`src/design/crpe_ram.sv`:
```
// ----------------------------------------------------------------------------
// crpe_ram
// Generic single-port-write, single-port-read RAM with registered read.
// ----------------------------------------------------------------------------
module crpe_ram #(
   parameter int WIDTH = 32,
   parameter int DEPTH = 64
) (
   input  logic                     clock,
   input  logic                     wr_en,
   input  logic [$clog2(DEPTH)-1:0] wr_addr,
   input  logic [WIDTH-1:0]         wr_data,
   input  logic [$clog2(DEPTH)-1:0] rd_addr,
   output logic [WIDTH-1:0]         rd_data
);

   logic [WIDTH-1:0] mem [DEPTH];

   // write port and registered read
   always_ff @(posedge clock) begin
      if (wr_en) begin
         mem[wr_addr] <= wr_data;
      end
      rd_data <= mem[rd_addr];
   end

endmodule

```
`config.mk`:
```
export PLATFORM = sky130hd
export DESIGN_NAME = crpe_ram
export DESIGN_NICKNAME = d
export VERILOG_FILES = /design/src/design/crpe_ram.sv
export SDC_FILE = /design/constraint.sdc
export NUM_CORES = 2
export LEC_CHECK = 0
export ABC_AREA = 0
export BUFFER_PORTS_ARGS = -buffer_cell sky130_fd_sc_hd__buf_2
export CAP_MARGIN = 15
export CORE_MARGIN = 2
export CORE_UTILIZATION = 55
export CTS_BUF_LIST = sky130_fd_sc_hd__clkbuf_8
export DETAILED_ROUTE_END_ITERATION = 8
export GPL_TIMING_DRIVEN = 0
export PLACE_DENSITY_LB_ADDON = 0.1
export SLEW_MARGIN = 20
export SYNTH_ARGS = -nofsm -noshare
export SYNTH_HDL_FRONTEND = slang
export SYNTH_SLANG_ARGS = --single-unit
```
`constraint.sdc`:
```
create_clock -name clock -period 3.6 [get_ports clock]
set_input_delay 0.72 -clock clock [delete_from_list [all_inputs] [get_ports clock]]
set_output_delay 0.72 -clock clock [all_outputs]
set_load 0.03 [all_outputs]
```
==> results.json <==
{
  "outcome": "finished with violations",
  "violations": "setup timing",
  "final_cell_mix": "edfxtp_1 (2048), mux4_2 (544), clkbuf_8 (354), buf_2 (99), mux2i_1 (93)",
  "final_hold_viol_count": 0,
  "io_pins": 78,
  "cp.arrival_ns": 4.61,
  "drive_above_1_share": 0.323,
  "layout_commonest_cell": "edfxtp_1",
  "hp-class": "in -> reg",
  "fp.coreArea_um2": 142000,
  "grt_max_degree": 65,
  "cts_inserted_buffers": 339,
  "slew_headroom": 0.176,
  "grt_overflow": 0,
  "hp-start": "wr_data[4]",
  "post-route-period-util": 1.05,
  "rows": 138,
  "rsz0062_at_grt": "no",
  "critPathMaxFanout": 10,
  "dieArea_um2": 146000,
  "grt_usage": 0.327,
  "slew_viol_final": 0,
  "crit_required_ns": 4.41,
  "cts_sinks": 2080,
  "synth_async_sr_flop_share": 0,
  "insertion_delay_ns": 1.07,
  "powerDensity_nw_per_um2": 536,
  "place_hpwl_um": 152000,
  "syn_area_per_cell_um2": 23.6,
  "cts_tree": "done",
  "synth_top_area_frac": 0.783,
  "totalWireLength_um": 236000,
  "critPathCaptureType": "flop",
  "ys_top_cells_by_area": "edfxtp_1 (78%), mux4_2 (16%), mux2i_1 (1.2%), dfxtp_1 (0.82%), o22ai_1 (0.67%)",
  "num_vias": 40186,
  "layout_min_cycle_time_ns": 3.80,
  "clk_pin_slew_ns": 0.06,
  "synth_cell_type_count": 34,
  "syn_inst": 3324,
  "grt_pass1_vias": 40209,
  "syn_to_final_growth_pct": 15.6,
  "finalSetupViolations": 9,
  "gp_routability_congestion": 1.07,
  "io_buffers": 69,
  "ctsLongestPathBuffers": 4,
  "antenna_found_initial": 17,
  "cts_setup_buffers": 0,
  "fillers": 9339,
  "layout.nets": 3903,
  "cts_resized": 3,
  "preCtsSetupSlack_ns": -1.55,
  "synth_edf_count": 2048,
  "fin_worst_skew_ns": 0.0715,
  "cts_root_buf": "clkbuf_8",
  "die_x_um": 382,
  "peakVddDrop_mv": 0.371,
  "vias_per_cell": 6.71,
  "ys_seq_area_frac": 0.791,
  "yosysWarnings": 0,
  "setup-tns-final_ns": -0.678,
  "yosysTopAreaCell": "edfxtp_1",
  "critPathLaunchType": "input pin",
  "initialDrtViolationCount": 6504,
  "initial_utilization": 0.555,
  "worst_slack_ns": -0.198,
  "synthesis.nets": 3370,
  "crit_start": "rd_addr[1]",
  "power.leakage_nw": 28.8,
  "drtPass1Iterations": 7,
  "max_freq_ghz": 0.263,
  "tightest_slew_ns": 1.24,
  "hold_buffers": 0,
  "p_total_mw": 48.7,
  "ys_seq_elements": 2080,
  "antenna_left": 0,
  "die_h_um": 382,
  "worst-setup-path-type": "in -> reg",
  "grt_pass1_wl_um": 319000,
  "syn_area_um2": 78500,
  "max_cap_viol_count": 0,
  "r2r_start": "mem[8][18]",
  "post-route-drc-count": 0,
  "htreeDepth": 5,
  "wire_per_inst_um": 39.5,
  "synthFlopType": "edfxtp_1"
}
==> worst paths after layout <==
| path | end | slack (ns) | cells past startpoint |
|---|---|---|---|
| max | rd_data[5] | -0.20 | 9 |
| min | mem[33][4] | 0.26 | 1 |
| max reg2reg | rd_data[18] | 0.77 | 4 |
| min reg2reg | rd_data[20] | 0.89 | 4 |
==> Yosys cell counts, types with 2 or more instances <==
| master | number |
|---|---|
| mux4_2 | 544 |
| nor2b_1 | 15 |
| a311oi_1 | 8 |
| nand2_1 | 26 |
| nand3_1 | 5 |
| nand3b_1 | 5 |
| buf_4 | 25 |
| nor3_1 | 7 |
| o22ai_1 | 84 |
| nor2_1 | 137 |
| or3_1 | 3 |
| dfxtp_1 | 32 |
| o32ai_1 | 4 |
| a41o_1 | 4 |
| and2_1 | 2 |
| a22oi_1 | 12 |
| buf_2 | 57 |
| nand4_1 | 2 |
| clkbuf_1 | 74 |
| o221ai_1 | 27 |
| buf_6 | 5 |
| a21oi_1 | 62 |
| or3b_2 | 3 |
| and3_1 | 4 |
| buf_1 | 21 |
| or3b_1 | 2 |
| mux2i_1 | 93 |
| edfxtp_1 | 2048 |
| nand2b_1 | 8 |
==> power breakdown <==
group,switching (mW),total (mW),internal (mW)
Sequential,0.0651,26.9,26.8
Clock,9.01,18.8,9.80
Combinational,2.03,2.96,0.935
Total,11.1,48.7,37.6
==> logic make-up after synthesis <==
family / count (synthesis) / synth area share
and+or+nand+nor: 223 / 0.0127
buffers and inverters: 182 / 0.0113
DFF: 2080 / 0.791
AOI/OAI and AO/OA: 202 / 0.0167
muxes: 637 / 0.168
==> critical path: stages <==
cell,delay [ns]
buf_2,0.40
buf_2,0.40
buf_2,0.67
nand2b_1,0.15
buf_1,0.42
o22ai_1,0.48
nor2_1,0.20
a21oi_1,0.76
nor2_1,0.38
==> routing by layer <==
metal | share of wire | track usage
met1 | 0.36 | 0.435
met2 | 0.47 | 0.498
met3 | 0.12 | 0.0974
met4 | 0.054 | 0.160
met5 | 0.0012 | 0.0119
==> through the flow <==
| stage | hold slack, ns | cells | utilization | instance area, um^2 |
|---|---|---|---|---|
| 6_report | 0.255 | 5986 | 0.641 | 90700 |
| 5_1_grt | 0.256 | 5977 | 0.641 | 90700 |
| 4_1_cts | 0.212 | 5975 | 0.640 | 90700 |
| 3_5_place_dp | 0.857 | 5406 | 0.598 | 84600 |
| 3_3_place_gp | 0.892 | 5283 | 0.574 | 81200 |
| 2_1_floorplan | 0.663 | 3324 | - | 78500 |
==> cell type report <==
type	count	area [um^2]	area share
Multi-Input combinational cell	1062	16000	0.176
Buffer	182	923	0.0102
Sequential cell	2080	62100	0.685
Timing Repair Buffer	192	3270	0.0360
Tap cell	1890	2360	0.0261
Clock inverter	215	1150	0.0127
Antenna cell	11	27.5	0.000303
Clock buffer	354	4870	0.0537
==> flip-flops by register name (all words and copies together), names as in the netlist <==
register / cells
rd_data: 32
mem: 2048
No activity file was read; power rests on OpenSTA's default activity.
