--- src/design/crpe_pkg.sv ---
// ----------------------------------------------------------------------------
// crpe_pkg
// Shared types and constants for the Catmull-Rom path evaluator.
// ----------------------------------------------------------------------------
package crpe_pkg;

   localparam int COORD_W = 32;
   localparam int ACC_W   = 72;

   typedef enum logic [1:0] {
      MODE_SPLINE = 2'd0,
      MODE_LINEAR = 2'd1,
      MODE_HOLD   = 2'd2,
      MODE_OTHER  = 2'd3
   } mode_type;

   localparam logic CMD_WRITE = 1'b0;
   localparam logic CMD_EVAL  = 1'b1;

   typedef struct packed {
      logic                cmd;
      logic [5:0]          point_index;
      logic signed [31:0]  point_x;
      logic signed [31:0]  point_y;
      logic signed [31:0]  point_z;
      logic [1:0]          point_mode;
      logic [5:0]          segment;
      logic signed [31:0]  param_t;
   } req_type;

   typedef struct packed {
      logic signed [31:0] pos_x;
      logic signed [31:0] pos_y;
      logic signed [31:0] pos_z;
   } rsp_type;

   typedef enum logic [3:0] {
      ST_IDLE,
      ST_RD0,
      ST_RD1,
      ST_RD2,
      ST_RD3,
      ST_WAIT,
      ST_POW2,
      ST_POW3,
      ST_MAC,
      ST_DONE
   } state_type;

   // one multiply-accumulate step of the shared unit
   typedef struct packed {
      logic clear;
      logic enable;
   } mac_ctl_type;

   // saturate a wide value to signed 32 bits
   function automatic logic signed [31:0] sat32(input logic signed [ACC_W-1:0] v);
      logic signed [ACC_W-1:0] hi;
      logic signed [ACC_W-1:0] lo;
      hi = ACC_W'(signed'(32'sh7fffffff));
      lo = -ACC_W'(64'sh80000000);
      if (v > hi) begin
         sat32 = 32'sh7fffffff;
      end else if (v < lo) begin
         sat32 = 32'sh80000000;
      end else begin
         sat32 = v[31:0];
      end
   endfunction

endpackage

--- src/design/crpe_mac.sv ---
// ----------------------------------------------------------------------------
// crpe_mac
// Shared multiply-accumulate unit: one 36x18 signed product a cycle.
// ----------------------------------------------------------------------------
module crpe_mac
   import crpe_pkg::*;
(
   input  logic                     clock,
   input  mac_ctl_type              ctl,
   input  logic signed [35:0]       coef,
   input  logic signed [17:0]       mult,
   output logic signed [ACC_W-1:0]  acc
);

   logic signed [ACC_W-1:0] acc_ff;
   logic signed [ACC_W-1:0] acc_in;
   logic signed [53:0]      prod;

   // product and accumulate
   always_comb begin
      prod = coef * mult;
      acc_in = acc_ff;
      if (ctl.clear) begin
         acc_in = '0;
      end
      if (ctl.enable) begin
         acc_in = (ctl.clear ? '0 : acc_ff) + ACC_W'(prod);
      end
   end

   always_ff @(posedge clock) begin
      acc_ff <= acc_in;
   end

   assign acc = acc_ff;

endmodule

--- config.mk ---
export PLATFORM = sky130hd
export DESIGN_NAME = crpe_mac
export DESIGN_NICKNAME = d
export VERILOG_FILES = /design/src/design/crpe_pkg.sv /design/src/design/crpe_mac.sv
export SDC_FILE = /design/constraint.sdc
export NUM_CORES = 2
export LEC_CHECK = 0
export BUFFER_PORTS_ARGS = -buffer_cell sky130_fd_sc_hd__buf_2
export CORE_AREA = 5 5 271 273
export CTS_BUF_LIST = sky130_fd_sc_hd__clkbuf_8
export CTS_CLUSTER_DIAMETER = 200
export DETAILED_ROUTE_END_ITERATION = 16
export DIE_AREA = 0 0 276 278
export PLACE_DENSITY_LB_ADDON = 0.08
export SYNTH_ARGS = -nofsm -noshare
export SYNTH_HDL_FRONTEND = slang
export SYNTH_SLANG_ARGS = --single-unit
--- constraint.sdc ---
create_clock -name clock -period 27.9 [get_ports clock]
set_clock_uncertainty 0.15 [all_clocks]
set_input_delay 2.79 -clock clock [delete_from_list [all_inputs] [get_ports clock]]
set_output_delay 2.79 -clock clock [all_outputs]
set_load 0.01 [all_outputs]
==> results.toml <==
[run_status]
outcome = "completed"

[floorplan]
start_util = 0.4132
core_area_um2 = 70870
ios = 129
die_y_um = 278
die_w_um = 276
row_count = 98
fp.dieArea_um2 = 76730

[timing]
final_hold_viol_count = 0
fmax_ghz = 0.07692
rsz0062_at_grt = "no"
setup_viol = 0
fin_setup_tns_ns = 0
maxSlewHeadroom = 0.2576
finalCriticalPeriod_ns = 13.00
maxSlewViolCount = 0
tightest_slew_ns = 1.112
timing.final.crit_share = 0.4660

[synthesis]
synth_nets = 4346
yosys.area.top_type_share = 0.4225
yosys-top-cells-area = "fa_1, inv_1, ha_1"
synth_edf_count = 0
synthArstFlopShare = 0
synth_commonest_cells = "inv_1, fa_1, nand2_1"
ys.flop_type = "dfxtp_1"
yosys.area.top_type = "fa_1"
syn_inst = 3471
netlist-cell-type-count = 79
yosysSeqAreaShare = 0.04922
synth.avg_cell_area_um2 = 8.436
synth_seq_cells = 72
yosysWarnings = 0
yosys.cell_count.top_type = "inv_1"
synth_area_um2 = 29280

[global_routing]
grt-ovfl-total = 0
grt_util_all_layers = 0.2226
antenna_found_initial = 3
grt_max_degree = 45
grt_pass1_wl_um = 138800
grt_pass1_vias = 24770

[clock_network]
worst_skew_pair.late_latency_ns = 0.39
numCtsBuffers = 9
cts_root_buf = "clkbuf_8"
cts_num_sinks = 72
cts_max_level = 3
cts_resized = 0
holdBufCountCts = 0
cts_setup_buffers = 0
cts_tree = "built"
clock_path_buffers = 2
clkTransAtPathRegs_ns = 0.09

[worst_setup_path]
cpPeakStageDelay_ns = 0.64
path_buf_inv = 6
crit_required_ns = 28.03
critPathKind = "in -> reg"
worstPathMaxFanout = 36
slowest_stage = "buf_2"
path_common_cell = "fa_1"
arrival_ns = 13.13
startpoint_type = "primary input"
cp-end-kind = "register"
crit_family = "compound AO/OA/AOI/OAI gates"

[detailed_routing]
dr.pass1.iters = 5
drtIter0Drc = 1107
vias = 22620
vias_per_cell = 5.157
drc = 0
drt-total-wl_um = 84130
ant_nets = 0
wire_per_inst_um = 19.18

[final_layout]
drive_gt1_frac = 0.06639
nNetsFinal = 4304
area_growth_pct = 4.358
largest_reg_flops = 72
final_area_um2 = 30560

[placed_design]
gp_congestion = 0.9002
placed_area_um2 = 30380
hpwl_um = 67200
io_buffers = 128

[hold_path]
hold_class = "reg -> reg"

[job]
drv_cap = 0
==> path summary, 6_finish.rpt <==
| path | start | end | slack (ns) | depth (start not counted) |
|---|---|---|---|---|
| max reg2reg | acc[0] | acc[56] | 23.42 | 13 |
| min reg2reg | acc[59] | acc[59] | 0.47 | 3 |
| max | mult[3] | acc[66] | 14.90 | 35 |
| min | acc[59] | acc[59] | 0.47 | 3 |
==> worst reg2reg max path, cell delays in order (launching register included) <==
cell,delay (ns)
dfxtp_1,0.31
nor2b_1,0.13
ha_1,0.27
fa_1,0.50
a211oi_1,0.25
nor2_1,0.12
o21ai_0,0.51
a21oi_1,0.27
a211oi_2,0.41
nor4b_1,0.18
or2_2,0.37
a221oi_2,0.39
o21ai_0,0.17
a221o_1,0.31
==> cell usage in the layout, fill, tap and decap left out, types with 21 or more instances in the layout <==
master and count:
a21o_1 78, a21oi_1 141, and2_1 194, and3_1 21, buf_2 128, dfxtp_1 72, fa_1 618, ha_1 200
inv_1 748, mux2_2 51, nand2_1 536, nand3_1 29, nand4_1 29, nor2_1 103, nor2b_1 83, o21ai_0 57
o21bai_1 22, xnor2_1 79, xor2_1 32
==> cells by family after synthesis <==
family,after synthesis,synth area share
AO/OA/AOI/OAI,420,0.09490
XOR/XNOR,111,0.03320
adder cells (fa/ha/maj),818,0.5079
buffers and inverters,936,0.1226
flip-flops,72,0.04922
multiplexers,54,0.02064
AND/OR/NAND/NOR,1060,0.1715
==> through the flow <==
| step | setup WS (ns) | util | instances | hold WS (ns) |
|---|---|---|---|---|
| after floorplan | 15.87 | - | 3471 | 0.4673 |
| after global placement | 14.70 | 0.4287 | 4368 | 0.4568 |
| after detailed placement | 14.55 | 0.4287 | 4368 | 0.4604 |
| after CTS | 14.92 | 0.4311 | 4384 | 0.4798 |
| after global routing | 14.30 | 0.4311 | 4385 | 0.5105 |
| final | 14.90 | 0.4312 | 4386 | 0.4733 |
==> routing by layer <==
| layer | up-vias | routed length (um) | global-route usage |
|---|---|---|---|
| li1 | 10430 | - | - |
| met5 | - | 11 | 0 |
| met1 | 11660 | 38730 | 0.3135 |
| met2 | 446 | 41000 | 0.3848 |
| met3 | 83 | 3024 | 0.01678 |
| met4 | 2 | 1370 | 0.04034 |
==> final cells by class <==
| cell class | instances | area, um2 |
|---|---|---|
| diodes | 2 | 5.005 |
| clock buffers | 10 | 137.6 |
| clock inverters | 6 | 35.03 |
| fillers | 7345 | 40310 |
| inverters | 748 | 2808 |
| multi-input cells | 2463 | 24250 |
| flip-flops and latches | 72 | 1441 |
| well taps | 950 | 1189 |
| repair buffers | 135 | 693.2 |
Power is not shown: default switching activity piles up to over one toggle a cycle in this logic, so the estimate is an artifact.
